## src/rtl/core/cde_pkg.sv

```systemverilog
// Shared types and codes for the circular deque engine.
package cde_pkg;

  typedef enum logic [1:0] {
    REQ_INS_REAR  = 2'd0,
    REQ_INS_FRONT = 2'd1,
    REQ_DEL_FRONT = 2'd2,
    REQ_DEL_REAR  = 2'd3
  } req_t;

  typedef enum logic [1:0] {
    ST_DONE   = 2'd0,
    ST_FULL   = 2'd1,
    ST_EMPTY  = 2'd2,
    ST_DENIED = 2'd3
  } status_t;

  typedef enum logic [1:0] {
    MODE_IN_RESTR  = 2'd0,
    MODE_OUT_RESTR = 2'd1,
    MODE_FREE      = 2'd2,
    MODE_FREE_ALT  = 2'd3
  } mode_t;

  typedef enum logic [2:0] {
    OP_NOP,
    OP_PUSH_REAR,
    OP_PUSH_FRONT,
    OP_POP_FRONT,
    OP_POP_REAR
  } op_t;

  typedef enum logic {
    S_IDLE,
    S_EXEC
  } fsm_t;

  localparam logic [2:0] REG_MODE_ADDR = 3'd0;
  localparam logic [1:0] MODE_RESET    = 2'd2;

  typedef struct packed {
    logic    exec;
    op_t     op;
    status_t status;
    logic    load_out;
  } cmd_t;

  typedef struct packed {
    logic  is_empty;
    logic  is_full;
    mode_t mode;
    logic  out_valid;
  } dp_stat_t;

endpackage

```

## src/rtl/core/cde_ctrl.sv

```systemverilog
// Controller state machine: accepts a request, decides the operation, loads the result.
module cde_ctrl (
  input  logic              clk,
  input  logic              rst,
  input  logic              s_tvalid,
  output logic              s_tready,
  input  logic [1:0]        req_bits,
  input  logic              m_tready,
  input  cde_pkg::dp_stat_t stat,
  output cde_pkg::cmd_t     cmd
);

  cde_pkg::fsm_t state;
  cde_pkg::fsm_t state_next;
  cde_pkg::req_t req;
  logic          denied;
  logic          out_free;

  assign req      = cde_pkg::req_t'(req_bits);
  assign out_free = !stat.out_valid || m_tready;
  assign denied   = (stat.mode == cde_pkg::MODE_IN_RESTR  && req == cde_pkg::REQ_INS_FRONT) ||
                    (stat.mode == cde_pkg::MODE_OUT_RESTR && req == cde_pkg::REQ_DEL_REAR);

  always_ff @(posedge clk) begin
    if (rst) begin
      state <= cde_pkg::S_IDLE;
    end else begin
      state <= state_next;
    end
  end

  always_comb begin
    state_next = state;
    unique case (state)
      cde_pkg::S_IDLE: begin
        if (s_tvalid) begin
          state_next = cde_pkg::S_EXEC;
        end
      end
      cde_pkg::S_EXEC: begin
        if (out_free) begin
          state_next = cde_pkg::S_IDLE;
        end
      end
      default: state_next = cde_pkg::S_IDLE;
    endcase
  end

  always_comb begin
    s_tready     = 1'b0;
    cmd.exec     = 1'b0;
    cmd.op       = cde_pkg::OP_NOP;
    cmd.status   = cde_pkg::ST_DONE;
    cmd.load_out = 1'b0;
    unique case (state)
      cde_pkg::S_IDLE: begin
        s_tready = 1'b1;
        cmd.exec = s_tvalid;
        if (denied) begin
          cmd.status = cde_pkg::ST_DENIED;
        end else begin
          unique case (req)
            cde_pkg::REQ_INS_REAR,
            cde_pkg::REQ_INS_FRONT: begin
              if (stat.is_full) begin
                cmd.status = cde_pkg::ST_FULL;
              end else begin
                cmd.op = (req == cde_pkg::REQ_INS_REAR) ? cde_pkg::OP_PUSH_REAR
                                                        : cde_pkg::OP_PUSH_FRONT;
              end
            end
            cde_pkg::REQ_DEL_FRONT,
            cde_pkg::REQ_DEL_REAR: begin
              if (stat.is_empty) begin
                cmd.status = cde_pkg::ST_EMPTY;
              end else begin
                cmd.op = (req == cde_pkg::REQ_DEL_FRONT) ? cde_pkg::OP_POP_FRONT
                                                         : cde_pkg::OP_POP_REAR;
              end
            end
            default: cmd.op = cde_pkg::OP_NOP;
          endcase
        end
        // drop the operation unless an item is actually accepted
        if (!s_tvalid) begin
          cmd.op = cde_pkg::OP_NOP;
        end
      end
      cde_pkg::S_EXEC: begin
        cmd.load_out = out_free;
      end
      default: begin
        s_tready = 1'b0;
      end
    endcase
  end

endmodule

```

## src/rtl/core/cde_datapath.sv

```systemverilog
// Datapath: slot memory, ring pointers, mode register and output register.
module cde_datapath #(
  parameter int DEPTH = 8
) (
  input  logic              clk,
  input  logic              rst,
  input  cde_pkg::cmd_t     cmd,
  output cde_pkg::dp_stat_t stat,
  input  logic [31:0]       value,
  input  logic              m_tready,
  output logic              m_tvalid,
  output logic [39:0]       m_tdata,
  output logic [1:0]        m_tuser,
  input  logic              psel,
  input  logic              penable,
  input  logic              pwrite,
  input  logic [2:0]        paddr,
  input  logic [31:0]       pwdata,
  output logic [31:0]       prdata
);

  localparam int AW = (DEPTH > 1) ? $clog2(DEPTH) : 1;
  localparam logic [AW-1:0] LAST = AW'(DEPTH - 1);
  localparam logic REG_MODE_SEL = cde_pkg::REG_MODE_ADDR[2];

  function automatic logic [AW-1:0] ring_next(input logic [AW-1:0] i);
    return (i == LAST) ? '0 : i + AW'(1);
  endfunction

  function automatic logic [AW-1:0] ring_prev(input logic [AW-1:0] i);
    return (i == '0) ? LAST : i - AW'(1);
  endfunction

  logic [31:0]     mem [DEPTH];
  logic [AW-1:0]   front;
  logic [AW-1:0]   rear;
  logic            empty;
  cde_pkg::mode_t  mode;
  logic [AW-1:0]   front_next;
  logic [AW-1:0]   rear_next;
  logic            empty_next;
  logic            full;
  logic            full_next;
  logic            wr_en;
  logic            rd_en;
  logic [AW-1:0]   wr_addr;
  logic [AW-1:0]   rd_addr;
  logic [31:0]     rd_data;
  cde_pkg::status_t pend_status;
  logic            pend_pop;
  logic            pend_empty;
  logic            pend_full;
  logic            out_valid;
  logic            cfg_wr;
  logic [31:0]     out_data;
  cde_pkg::status_t out_status;
  logic            out_empty;
  logic            out_full;

  assign cfg_wr = psel && penable && pwrite && (paddr[2] == REG_MODE_SEL);

  assign full      = !empty && (ring_next(rear) == front);
  assign full_next = !empty_next && (ring_next(rear_next) == front_next);

  always_comb begin
    front_next = front;
    rear_next  = rear;
    empty_next = empty;
    wr_en      = 1'b0;
    rd_en      = 1'b0;
    wr_addr    = front;
    rd_addr    = front;
    case (cmd.op)
      cde_pkg::OP_PUSH_REAR,
      cde_pkg::OP_PUSH_FRONT: begin
        wr_en = 1'b1;
        if (empty) begin
          front_next = '0;
          rear_next  = '0;
          empty_next = 1'b0;
          wr_addr    = '0;
        end else if (cmd.op == cde_pkg::OP_PUSH_REAR) begin
          rear_next = ring_next(rear);
          wr_addr   = ring_next(rear);
        end else begin
          front_next = ring_prev(front);
          wr_addr    = ring_prev(front);
        end
      end
      cde_pkg::OP_POP_FRONT,
      cde_pkg::OP_POP_REAR: begin
        rd_en   = 1'b1;
        rd_addr = (cmd.op == cde_pkg::OP_POP_FRONT) ? front : rear;
        if (front == rear) begin
          front_next = '0;
          rear_next  = '0;
          empty_next = 1'b1;
        end else if (cmd.op == cde_pkg::OP_POP_FRONT) begin
          front_next = ring_next(front);
        end else begin
          rear_next = ring_prev(rear);
        end
      end
      default: begin
        wr_en = 1'b0;
      end
    endcase
  end

  always_ff @(posedge clk) begin
    if (wr_en) begin
      mem[wr_addr] <= value;
    end
    if (rd_en) begin
      rd_data <= mem[rd_addr];
    end
  end

  always_ff @(posedge clk) begin
    if (rst) begin
      front <= '0;
      rear  <= '0;
      empty <= 1'b1;
      mode  <= cde_pkg::mode_t'(cde_pkg::MODE_RESET);
    end else if (cfg_wr) begin
      // a mode write empties the deque
      mode  <= cde_pkg::mode_t'(pwdata[1:0]);
      front <= '0;
      rear  <= '0;
      empty <= 1'b1;
    end else begin
      front <= front_next;
      rear  <= rear_next;
      empty <= empty_next;
    end
  end

  always_ff @(posedge clk) begin
    if (cmd.exec) begin
      pend_status <= cmd.status;
      pend_pop    <= (cmd.op == cde_pkg::OP_POP_FRONT) || (cmd.op == cde_pkg::OP_POP_REAR);
      pend_empty  <= empty_next;
      pend_full   <= full_next;
    end
    if (cmd.load_out) begin
      out_status <= pend_status;
      out_data   <= pend_pop ? rd_data : 32'd0;
      out_empty  <= pend_empty;
      out_full   <= pend_full;
    end
  end

  always_ff @(posedge clk) begin
    if (rst) begin
      out_valid <= 1'b0;
    end else if (cmd.load_out) begin
      out_valid <= 1'b1;
    end else if (m_tready) begin
      out_valid <= 1'b0;
    end
  end

  assign m_tvalid = out_valid;
  assign m_tdata  = {6'd0, out_full, out_empty, out_data};
  assign m_tuser  = out_status;
  assign prdata   = (paddr[2] == REG_MODE_SEL) ? {30'd0, mode} : 32'd0;

  assign stat.is_empty  = empty;
  assign stat.is_full   = full;
  assign stat.mode      = mode;
  assign stat.out_valid = out_valid;

endmodule

```

## src/rtl/core/circular_deque_engine.sv

```systemverilog
// Top level of the circular deque engine: controller plus datapath.
//
//  channel  | dir | handshake                 | payload
//  ---------+-----+---------------------------+------------------------------------------
//  s_*      | in  | s_tvalid / s_tready        | tuser: req_type; tdata: value
//  m_*      | out | m_tvalid / m_tready        | tuser: status; tdata: data, now_empty, now_full
//  APB      | in  | psel, penable, pwrite      | byte 0: restriction_mode (2 bits)
//
//  An item is handled in S_IDLE and then S_EXEC: the accept cycle updates the pointers
//  and starts the synchronous slot read, and S_EXEC loads the output register from the
//  read port once the output register is free; only then is a new item accepted.
//  Reset empties the deque and sets the mode to unrestricted; slot contents are not cleared.
//  While the output register is full and m_tready is low, the finished item waits in the
//  datapath and s_tready stays low until the output register frees.
module circular_deque_engine #(
  parameter int DEPTH = 8
) (
  input  logic        clk,
  input  logic        rst,
  input  logic        s_tvalid,
  output logic        s_tready,
  input  logic [31:0] s_tdata,   // [31:0] value
  input  logic [1:0]  s_tuser,   // [1:0] req_type
  output logic        m_tvalid,
  input  logic        m_tready,
  output logic [39:0] m_tdata,   // [31:0] data, [32] now_empty, [33] now_full, [39:34] zero
  output logic [1:0]  m_tuser,   // [1:0] status
  input  logic        psel,
  input  logic        penable,
  input  logic        pwrite,
  input  logic [2:0]  paddr,
  input  logic [31:0] pwdata,
  output logic [31:0] prdata,
  output logic        pready
);

  cde_pkg::cmd_t     cmd;
  cde_pkg::dp_stat_t stat;

  assign pready = 1'b1;

  cde_ctrl u_ctrl (
    .clk      (clk),
    .rst      (rst),
    .s_tvalid (s_tvalid),
    .s_tready (s_tready),
    .req_bits (s_tuser),
    .m_tready (m_tready),
    .stat     (stat),
    .cmd      (cmd)
  );

  cde_datapath #(
    .DEPTH (DEPTH)
  ) u_dp (
    .clk      (clk),
    .rst      (rst),
    .cmd      (cmd),
    .stat     (stat),
    .value    (s_tdata),
    .m_tready (m_tready),
    .m_tvalid (m_tvalid),
    .m_tdata  (m_tdata),
    .m_tuser  (m_tuser),
    .psel     (psel),
    .penable  (penable),
    .pwrite   (pwrite),
    .paddr    (paddr),
    .pwdata   (pwdata),
    .prdata   (prdata)
  );

endmodule

```

## config.mk

```make
export PLATFORM = sky130hd
export DESIGN_NAME = circular_deque_engine
export DESIGN_NICKNAME = d
export VERILOG_FILES = /design/src/rtl/core/cde_pkg.sv /design/src/rtl/core/cde_ctrl.sv /design/src/rtl/core/cde_datapath.sv /design/src/rtl/core/circular_deque_engine.sv
export SDC_FILE = /design/constraint.sdc
export NUM_CORES = 1
export LEC_CHECK = 0
export BUFFER_PORTS_ARGS = -buffer_cell sky130_fd_sc_hd__buf_2
export CAP_MARGIN = 20
export CORE_MARGIN = 2
export CORE_UTILIZATION = 55
export CTS_CLUSTER_SIZE = 28
export DETAILED_ROUTE_END_ITERATION = 8
export PLACE_DENSITY_LB_ADDON = 0.12
export SYNTH_ARGS = -nofsm -noshare
export SYNTH_HDL_FRONTEND = slang
export SYNTH_SLANG_ARGS = --single-unit
```

## constraint.sdc

```tcl
create_clock -name clk -period 10.4 [get_ports clk]
set_clock_uncertainty 0.1 [all_clocks]
set_input_delay 1.56 -clock clk [delete_from_list [all_inputs] [get_ports clk]]
set_output_delay 1.56 -clock clk [all_outputs]
set_load 0.01 [all_outputs]
```

**Word level (Yosys, flattened, before mapping)**

Memory sizes are Yosys's and may differ from the RTL's. A register that Yosys moved wholly into a read port is not among the register bits.
Cells that the tools add are included.

- RAM bits: 256
- Memories kept: 1
- Input bits: 76
- Bits in registers: 52

Memory list:

| name | depth | bits a word | rd ports | clocked after Yosys merged registers in | write ports | line | text |
|---|---|---|---|---|---|---|---|
| u_dp.mem | 8 | 32 | 1 | 1 | 1 | cde_datapath.sv:34 | `logic [31:0] mem [DEPTH];` |

- Add/subtract/negate cells: 5
- Multiplexer cells: 45
- Bitwise logic cells: 2
- Reduce and logical (&&, ||, !) cells: 23
- Equality and inequality tests: 14

Operator list:

| cell | number |
|---|---|
| two-way mux 3 bit | 23 |
| == test 3 bit (second input constant) | 4 |
| two-way mux 1 bit | 12 |
| case mux 3 bit (2 select lines) | 2 |
| case mux 5 bit (2 select lines) | 1 |
| OR reduction 2 bit | 5 |
| adder 3 x 1 -> 3 bit (second input constant) | 3 |
| == test 3 bit | 3 |
| two-way mux 2 bit | 4 |
| logical AND 1 bit | 7 |
| == test 3 x 2 -> 1 bit (second input constant) | 2 |
| logical NOT 3 bit | 2 |
| two-way mux 6 bit | 1 |
| subtractor 3 x 1 -> 3 bit (second input constant) | 2 |
| == test 2 x 1 -> 1 bit (second input constant) | 2 |
| == test 2 bit (second input constant) | 2 |
| logical NOT 2 bit | 2 |
| case mux 1 bit (2 select lines) | 2 |
| == test 3 x 1 -> 1 bit (second input constant) | 1 |
| logical NOT 1 bit | 3 |
| logical OR 1 bit | 3 |
| inverter 1 bit | 2 |
| nonzero test 2 bit | 1 |

**Longest topological paths before layout**

Gate-level depths: netlist of run 1.

- Word-level depth: 17
- Gate-level depth with buffers: 15
- Mapped depth without buffers: 14

**Modules after synthesis**

Synthesis of run 1 repeated with hierarchy kept, for this count alone.

- Cells, all modules: 1048
- Area, all modules: 14197.4 um^2

Modules (own cells, without submodules):

| module | seq. area each (um^2) | cells an instance | area each (um^2) | instances |
|---|---|---|---|---|
| cde_datapath | 10079.7 | 1024 | 14010.9 | 1 |
| cde_ctrl | 20.0 | 22 | 175.2 | 1 |
| circular_deque_engine | 0.0 | 2 | 11.3 | 1 |

**Least setup slack after synthesis of run 1**

No wires, ideal clock.

- Kind: input to register
- Start: input port s_tuser[1]
- End: memory u_dp.mem[5][0] (enable)
- Setup time: 0.468 ns
- Data arrival time: 6.668 ns
- Buffers on the path: 1
- Stages on the path: 7
- Path slack: 3.164 ns
- Cell sequence: buf_2 -> nand4bb_4 -> a21oi_1 -> or3_1 -> nand2_1 -> o21ai_1 -> nor3b_1

- Longest elaborated chain between the ends: 12
- Elaborated cells on any way between the ends: 26
- Classes of those cells: eq/ne: 5; mux: 14; reduce/logical: 7

RTL lines:

| item | line | text |
|---|---|---|
| start: declaration | circular_deque_engine.sv:23 | `input logic [1:0] s_tuser,` |
| == test 2 bit / logical NOT 2 bit (equally long branches) | cde_ctrl.sv:62, cde_ctrl.sv:77, cde_ctrl.sv:68 |  |
| two-way mux 3 bit / two-way mux 2 bit (equally long branches) | cde_ctrl.sv:77, cde_ctrl.sv:68 |  |
| two-way mux 3 bit, on equally long branches | cde_ctrl.sv:74, cde_ctrl.sv:65 |  |
| case mux 5 bit (2 select lines) | cde_ctrl.sv:62 | `unique case (req)` |
| two-way mux 3 bit (*) | cde_ctrl.sv:59 | `if (denied) begin` |
| two-way mux 3 bit (*) | cde_ctrl.sv:85 | `if (!s_tvalid) begin` |
| two-way mux 6 bit (*) | cde_ctrl.sv:55 | `unique case (state)` |
| == test 3 x 2 -> 1 bit / == test 3 x 1 -> 1 bit (equally long branches) | cde_datapath.sv:73, cde_datapath.sv:82 |  |
| OR reduction 2 bit | cde_datapath.sv:73 | `case (cmd.op)` |
| two-way mux 1 bit | cde_datapath.sv:73 |  |
| two-way mux 1 bit | cde_datapath.sv:111 | `if (wr_en) begin` |
| two-way mux 1 bit (implied by the code) | cde_datapath.sv:112 | `mem[wr_addr] <= value;` |
| end: declaration | cde_datapath.sv:34 |  |

Every way passes the cells marked *; elsewhere a longest branch is shown, timed or not.

**Worst setup path in the final report of run 1**

- Start: input port s_tuser[1]
- End: register u_dp.rd_data[11], read port of u_dp.mem, data pin

- Longest elaborated chain between the ends: 10
- Elaborated cells on any way between the ends: 23
- Classes of those cells: eq/ne: 5; mux: 11; reduce/logical: 7

RTL lines:

| item | line | text |
|---|---|---|
| == test 2 bit / logical NOT 2 bit (equally long branches) | cde_ctrl.sv:62, cde_ctrl.sv:77, cde_ctrl.sv:68 |  |
| two-way mux 3 bit / two-way mux 2 bit (equally long branches) | cde_ctrl.sv:77, cde_ctrl.sv:68 |  |
| two-way mux 3 bit, on equally long branches | cde_ctrl.sv:74, cde_ctrl.sv:65 |  |
| case mux 5 bit (2 select lines) | cde_ctrl.sv:62 |  |
| two-way mux 3 bit (*) | cde_ctrl.sv:59 |  |
| two-way mux 3 bit (*) | cde_ctrl.sv:85 |  |
| two-way mux 6 bit (*) | cde_ctrl.sv:55 |  |
| == test 3 x 2 -> 1 bit / == test 3 bit (equally long branches) | cde_datapath.sv:73, cde_datapath.sv:93 |  |
| two-way mux 3 bit / OR reduction 2 bit (equally long branches) | cde_datapath.sv:93, cde_datapath.sv:73 |  |
| two-way mux 3 bit / two-way mux 1 bit (equally long branches) | cde_datapath.sv:73 |  |
| end: declaration | cde_datapath.sv:48 | `logic [31:0] rd_data;` |

Marks and branches as above.
A chain may end at the register's enable or synchronous reset.

==> reports/results.tsv, run 1 <==
stage	metric	value	unit
finish	area_growth	12.1	%
clock_tree	cts_buffer_depth	3	
pwr	power.density	180	nW/um^2
clock_tree	cts_setup_buffers	0	
clock_tree	cts_root_buf	clkbuf_16	
finish	layout.nets	1278	
sta	relSlewSlack	40.2	%
worst_setup_path	cp_max_fo	57	
finish	final_common_cell	edfxtp_1	
sta	hold_ws	0.323	ns
clock_tree	cts_tree	yes	
die	io_pins	153	
clock_tree	cts_sinks	340	
die	coreArea	25200	sq um
synth	syn_area	14100	sq um
worst_setup_path	slowest_delay	0.69	ns
drt	routed-wl-met3	1.77	mm
drt	topRoutingLayerUsed	met5	
sta	final_max_slew_viol_count	0	
worst_setup_path	worstPathCellList	buf_2 > nand4bb_4 > or3b_1 > mux2i_4 > buf_4 > buf_4 > nand2_1 > nand3_1 > nand2_1 > o21ai_0	
drt	drt-wirelength-per-cell	18.2	um
clock_tree	insertion_delay	0.51	ns
synth	syn_area_per_cell	12.7	sq um
grt	grt_max_degree	61	
synth	synth_edf_count	329	
sta	min_period_over_period	42.1	%
drt	dr.first_iter.drc_count	645	
synth	synth_area_leader_cell	edfxtp_1	
pwr	ir_drop	0.136	mV
synth	ys_top_cells_by_area	edfxtp_1 70%, nand2_1 8.0%, nand3_1 5.8%	
die	start_util	56.0	%
drt	antenna_left	0	
clock_tree	clkTransAtPathRegs	0.05	ns
synth	syn_inst	1109	
pwr	p_switching	590	uW
grt	grt_util_all_layers	21.5	%
pwr	clockPowerShare	41.3	%
worst_setup_path	worstRegToRegCells	13	
sta	fmax	229	MHz
worst_setup_path	crit_type	in2reg	
grt	grt_pass1_wl	43.9	mm
worst_setup_path	cp-end-kind	register	
finish	mostFrequentLayoutCells	329 x edfxtp_1, 302 x nand2_1, 164 x nand3_1	
clock_tree	htree_levels	2	
pwr	leakagePower	5.81	nW
placed_design	globalplace.congestion	0.806	
clock_tree	holdBufCountCts	0	
synth	ys.flop_type	edfxtp_1	
pwr	p_sw_share	20.8	%
synth	async_flop_share	0	%
worst_setup_path	startpoint_type	input port	
sta	setup_viol	0	
drt	drcViolationCount	0	
worst_setup_path	critPathRequiredTime	10.61	ns
placed_design	place_ws	5.46	ns
worst_hold_path	whs_path_depth	0	
drt	wl_met1	12.2	mm
run_status	outcome	finished clean	
pwr	p_int	2.25	mW
die	dieArea	26900	sq um
worst_setup_path	cp.arrival	4.58	ns
grt	antenna_found_initial	2	
synth	synth.distinct_cells	63	
die	fp.dieW	164	um
synth	ys_warn_count	0	
finish	layout-drive-gt1-share	15.4	%
drt	vias_per_cell	5.46	
sta	hold_viol	0	
drt	wl_met2	13.5	mm
clock_tree	post_cts_resize_count	0	
sta	fin_ws	6.03	ns
sta	period_minus_slack	4.37	ns
die	rows	58	
synth	ys_seq_area_share	71.6	%
drt	wirelength	28.1	mm
sta	rsz0062_at_grt	no	
worst_hold_path	hp-class	reg2reg	
run	max-cap-violations	0	
sta	tns	0	ns
pwr	pwr-share-seq	54.3	%
synth	synth-seq-cells	340	
sta	tightest_slew	0.884	ns
clock_tree	cts_buffers	36	
synth	synth_top_area_share	70.0	%
grt	grt_pass1_vias	8105	
die	die_height	164	um
placed_design	io_buffers	83	
drt	vias	8450	
finish	fillCellCount	1938	
pwr	power_frac_comb	4.4	%
worst_setup_path	crit_slowest_cell	or3b_1	
drt	drt_first_pass_iters	7	
placed_design	dp_hpwl	14.6	mm
grt	grt_overflow	0	
[flip-flops by register name, summed over array words and instances (netlist names)]
signal	cells
u_dp.front	3
u_dp.m_tvalid	1
u_dp.rear	3
u_dp.pend_status	2
u_dp.out_full	1
u_dp.mem	256
u_dp.pend_pop	1
u_ctrl.state	1
u_dp.rd_data	32
u_dp.pend_empty	1
u_dp.mode	2
u_dp.m_tuser	2
u_dp.pend_full	1
u_dp.empty	1
u_dp.out_empty	1
u_dp.out_data	32
[layout make-up]
cell class,count,area (sq um),area share [%]
Sequential cell,340,10100,63.9
Multi-Input combinational cell,697,3590,22.7
Clock buffer,43,948,6.00
Timing Repair Buffer,105,584,3.69
Tap cell,330,413,2.61
Clock inverter,20,134,0.847
Inverter,12,45.0,0.285
Antenna cell,1,2.50,0.0158
[Yosys cell counts (6+ instances only)]
| master | instances |
|---|---|
| clkbuf_1 | 9 |
| a21oi_1 | 11 |
| buf_2 | 39 |
| buf_4 | 43 |
| nand3_1 | 164 |
| nand2_1 | 302 |
| nor3_1 | 6 |
| o21ai_1 | 7 |
| ha_1 | 10 |
| edfxtp_1 | 329 |
| dfxtp_1 | 11 |
| and2_1 | 34 |
| nor2_1 | 18 |
| inv_1 | 12 |
| nand2b_1 | 8 |
| o21ai_0 | 32 |
[worst paths after layout]
check	start	endpoint	slack, ns
worst min-delay path	u_dp.pend_empty$_DFFE_PP_	u_dp.out_empty$_DFFE_PP_	0.32
worst max register to register	u_dp.rear[0]$_SDFF_PP0_	u_dp.pend_full$_DFFE_PP_	6.28
worst min register to register	u_dp.pend_empty$_DFFE_PP_	u_dp.out_empty$_DFFE_PP_	0.32
worst max-delay path	s_tuser[1]	u_dp.rd_data[11]$_DFFE_PP_	6.03
[worst max-delay path, delay by kind of cell]
kind | cells | cell delay [ns]
and+or+nand+nor | 5 | 1.19
AOI/OAI and AO/OA | 1 | 0.26
muxes | 1 | 0.25
buffers and inverters | 3 | 1.25
[routing by layer]
metal	track usage, %	vias up
met3	4.19	53
met2	35.6	270
met1	29.1	4083
met4	6.54	2
met5	0	-
li1	-	4042
[logic make-up after synthesis]
logic type,synth area share [%]
buffers and inverters,4.55
flip-flops,71.6
multiplexers,0.834
AO/OA/AOI/OAI,3.62
XOR/XNOR,0.373
AND/OR/NAND/NOR,18.1
adder cells (fa/ha/maj),0.887
other,0.0532
[stage by stage]
step | std cells | area, sq um | utilization [%] | total power [mW]
final | 1548 | 15800 | 62.8 | 2.84
after global routing | 1548 | 15800 | 62.8 | 2.93
after CTS | 1547 | 15800 | 62.8 | 2.87
after detailed placement | 1484 | 14700 | 58.5 | 1.70
after global placement | 1483 | 14700 | 58.5 | 1.69
after floorplan | 1144 | 14200 | - | 1.66
[power by group through the flow]
stage          clock network [mW]  registers (mW)  logic, mW
6_report                     1.17            1.54      0.125
3_5_place_dp                    0            1.57      0.126
4_1_cts                      1.20            1.54      0.127
5_1_grt                      1.25            1.54      0.142
3_3_place_gp                    0            1.57      0.123
2_1_floorplan                   0            1.57     0.0820
(Power assumes the default switching activity.)
==> run 2: changes to the inputs <==
--- a/config.mk
+++ b/config.mk
@@ -8,7 +8,7 @@
 export BUFFER_PORTS_ARGS = -buffer_cell sky130_fd_sc_hd__buf_2
 export CAP_MARGIN = 20
 export CORE_MARGIN = 2
-export CORE_UTILIZATION = 55
+export CORE_UTILIZATION = 53
 export CTS_CLUSTER_SIZE = 28
 export DETAILED_ROUTE_END_ITERATION = 8
 export PLACE_DENSITY_LB_ADDON = 0.12
==> constraint.sdc (replaced) <==
create_clock -name clk -period 3.6 [get_ports clk]
set_clock_uncertainty 0.1 [all_clocks]
set_input_delay 0.54 -clock clk [delete_from_list [all_inputs] [get_ports clk]]
set_output_delay 0.54 -clock clk [all_outputs]
set_load 0.01 [all_outputs]
==> reports/results.tsv, run 2 (synthesis results as in run 1) <==
stage	metric	value	unit	change
clock_tree	htree_levels	2		unchanged
worst_setup_path	r2r_start	u_dp.rear[1]$_SDFF_PP0_		
sta	fmax	295	MHz	
clock_tree	holdBufCountCts	0		unchanged
finish	top_regs	u_dp.mem (256), u_dp.out_data (32), u_dp.rd_data (32)		
pwr	ir_drop	0.426	mV	+210%
die	fp.dieW	167	um	+1.8%
worst_hold_path	whs_path_depth	2		+2
placed_design	placed_cells_incl_taps	1511		+1.8%
clock_tree	cts_root_buf	clkbuf_16		
grt	grt_overflow	0		unchanged
placed_design	globalplace.congestion	0.865		+7.3%
pwr	leakagePower	5.97	nW	+2.7%
clock_tree	insertion_delay	0.51	ns	about the same
worst_setup_path	r2r_slack	0.21	ns	-6.07 ns
clock_tree	cts_setup_buffers	0		unchanged
placed_design	dp_hpwl	15.9	mm	+9.1%
clock_tree	clkTransAtPathRegs	0.06	ns	about the same
die	start_util	54.1	%	-1.9 points
finish	largest_register_ffs	256		unchanged
sta	rsz0062_at_grt	no		
sta	relSlewSlack	54.8	%	+15 points
worst_setup_path	worstRegToRegCells	10		-3
grt	grt_pass1_vias	8180		+0.93%
worst_hold_path	hold_start	rst		
clock_tree	cts_buffers	36		unchanged
grt	grt_util_all_layers	20.9	%	-0.67 points
clock_tree	cts_tree	yes		
sta	period_minus_slack	3.39	ns	
grt	antenna_found_initial	1		-1
pwr	power.density	502	nW/um^2	+180%
die	coreArea	26100	sq um	+3.5%
sta	setup_viol	0		unchanged
clock_tree	cts_buffer_depth	3		unchanged
sta	hold_ws	0.166	ns	-0.157 ns
sta	tightest_slew	0.678	ns	-0.206 ns
drt	drt_first_pass_iters	5		-2
die	die_height	167	um	+1.8%
die	rows	59		+1.7%
sta	final_max_slew_viol_count	0		unchanged
worst_hold_path	hp-class	in2reg		
drt	vias	8487		+0.44%
worst_setup_path	cp.arrival	3.48	ns	-1.10 ns
finish	fin_cells	1575		+1.7%
finish	layout.nets	1300		+1.7%
drt	antenna_left	0		unchanged
placed_design	io_buffers	83		unchanged
worst_setup_path	crit_type	reg2reg		
worst_setup_path	cp-startpoint	u_dp.rear[1]$_SDFF_PP0_		
die	dieArea	27900	sq um	+3.7%
finish	mostFrequentLayoutCells	329 x edfxtp_1, 301 x nand2_1, 163 x nand3_1		
worst_setup_path	cp-end-kind	register		
worst_setup_path	cp_max_fo	15		-74%
drt	wirelength	28.8	mm	+2.4%
worst_setup_path	startpoint_type	register		
grt	grt_pass1_wl	45.3	mm	+3.0%
drt	vias_per_cell	5.39		-1.3%
worst_setup_path	critPathRequiredTime	3.68	ns	-6.93 ns
sta	hold_viol	0		unchanged
drt	drcViolationCount	0		unchanged
finish	largest-register	u_dp.mem		
run	max-cap-violations	0		unchanged
sta	min_period_over_period	94.3	%	
run_status	outcome	finished clean		
grt	grt_max_degree	97		+59%
drt	drt-wirelength-per-cell	18.3	um	+0.60%
finish	area_growth	15.4	%	
finish	final_common_cell	edfxtp_1		
clock_tree	cts_sinks	340		unchanged
drt	dr.first_iter.drc_count	772		+20%
die	io_pins	153		unchanged
clock_tree	post_cts_resize_count	0		unchanged
finish	layout-drive-gt1-share	17.5	%	+2.1 points
-- run 2: report_power, final --
group	internal, mW	switching (mW)
sequential	4.43	0.0267
combinational	0.131	0.256
clock	1.91	1.41
total	6.47	1.69
-- run 2: worst paths after layout --
check                               end
max           u_dp.mem[7][30]$_DFFE_PP_
min          u_dp.m_tvalid$_SDFFE_PP0P_
max reg2reg   u_dp.mem[7][30]$_DFFE_PP_
min reg2reg    u_dp.out_empty$_DFFE_PP_
-- run 2: critical path, cell delays in order (launching register included) --
cell and delay [ns]:
dfxtp_1 0.34, buf_4 0.16, clkinvlp_4 0.16, ha_4 0.35
xnor2_4 0.09, o211a_1 0.15, or3_4 0.44, o21ai_2 0.52
nand2_1 0.26, nor2_4 0.18, buf_4 0.30
-- run 2: metrics by stage --
step                      setup slack (ns)  cell area [sq um]  power [mW]  utilization, %  TNS [ns]
final                                0.205              16300        8.16            62.4         0
after global routing               0.00782              16300        8.46            62.4         0
after CTS                            0.188              16200        8.24            62.3         0
after detailed placement             0.209              15200        4.92            58.3         0
after global placement               0.230              15200        4.91            58.3         0
after floorplan                    -0.0756              14400        4.79               -     -6.80
-- run 2: final cells by class --
type                            instances  area (sq um)
Inverter                               12          48.8
Timing Repair Buffer                  127           946
Clock buffer                           45           935
Fill cell                            1994          9790
Sequential cell                       340         10100
Multi-Input combinational cell        697          3700
Clock inverter                         18           121
Tap cell                              335           419
Antenna cell                            1          2.50
-- run 2: routing by layer --
metal | GRT usage [%] | routed length, um | share of wire, %
met5 | 0 | 0 | 0
met1 | 28.5 | 12700 | 44
met2 | 35.4 | 13900 | 48
met4 | 5.46 | 576 | 2.0
met3 | 3.26 | 1600 | 5.6
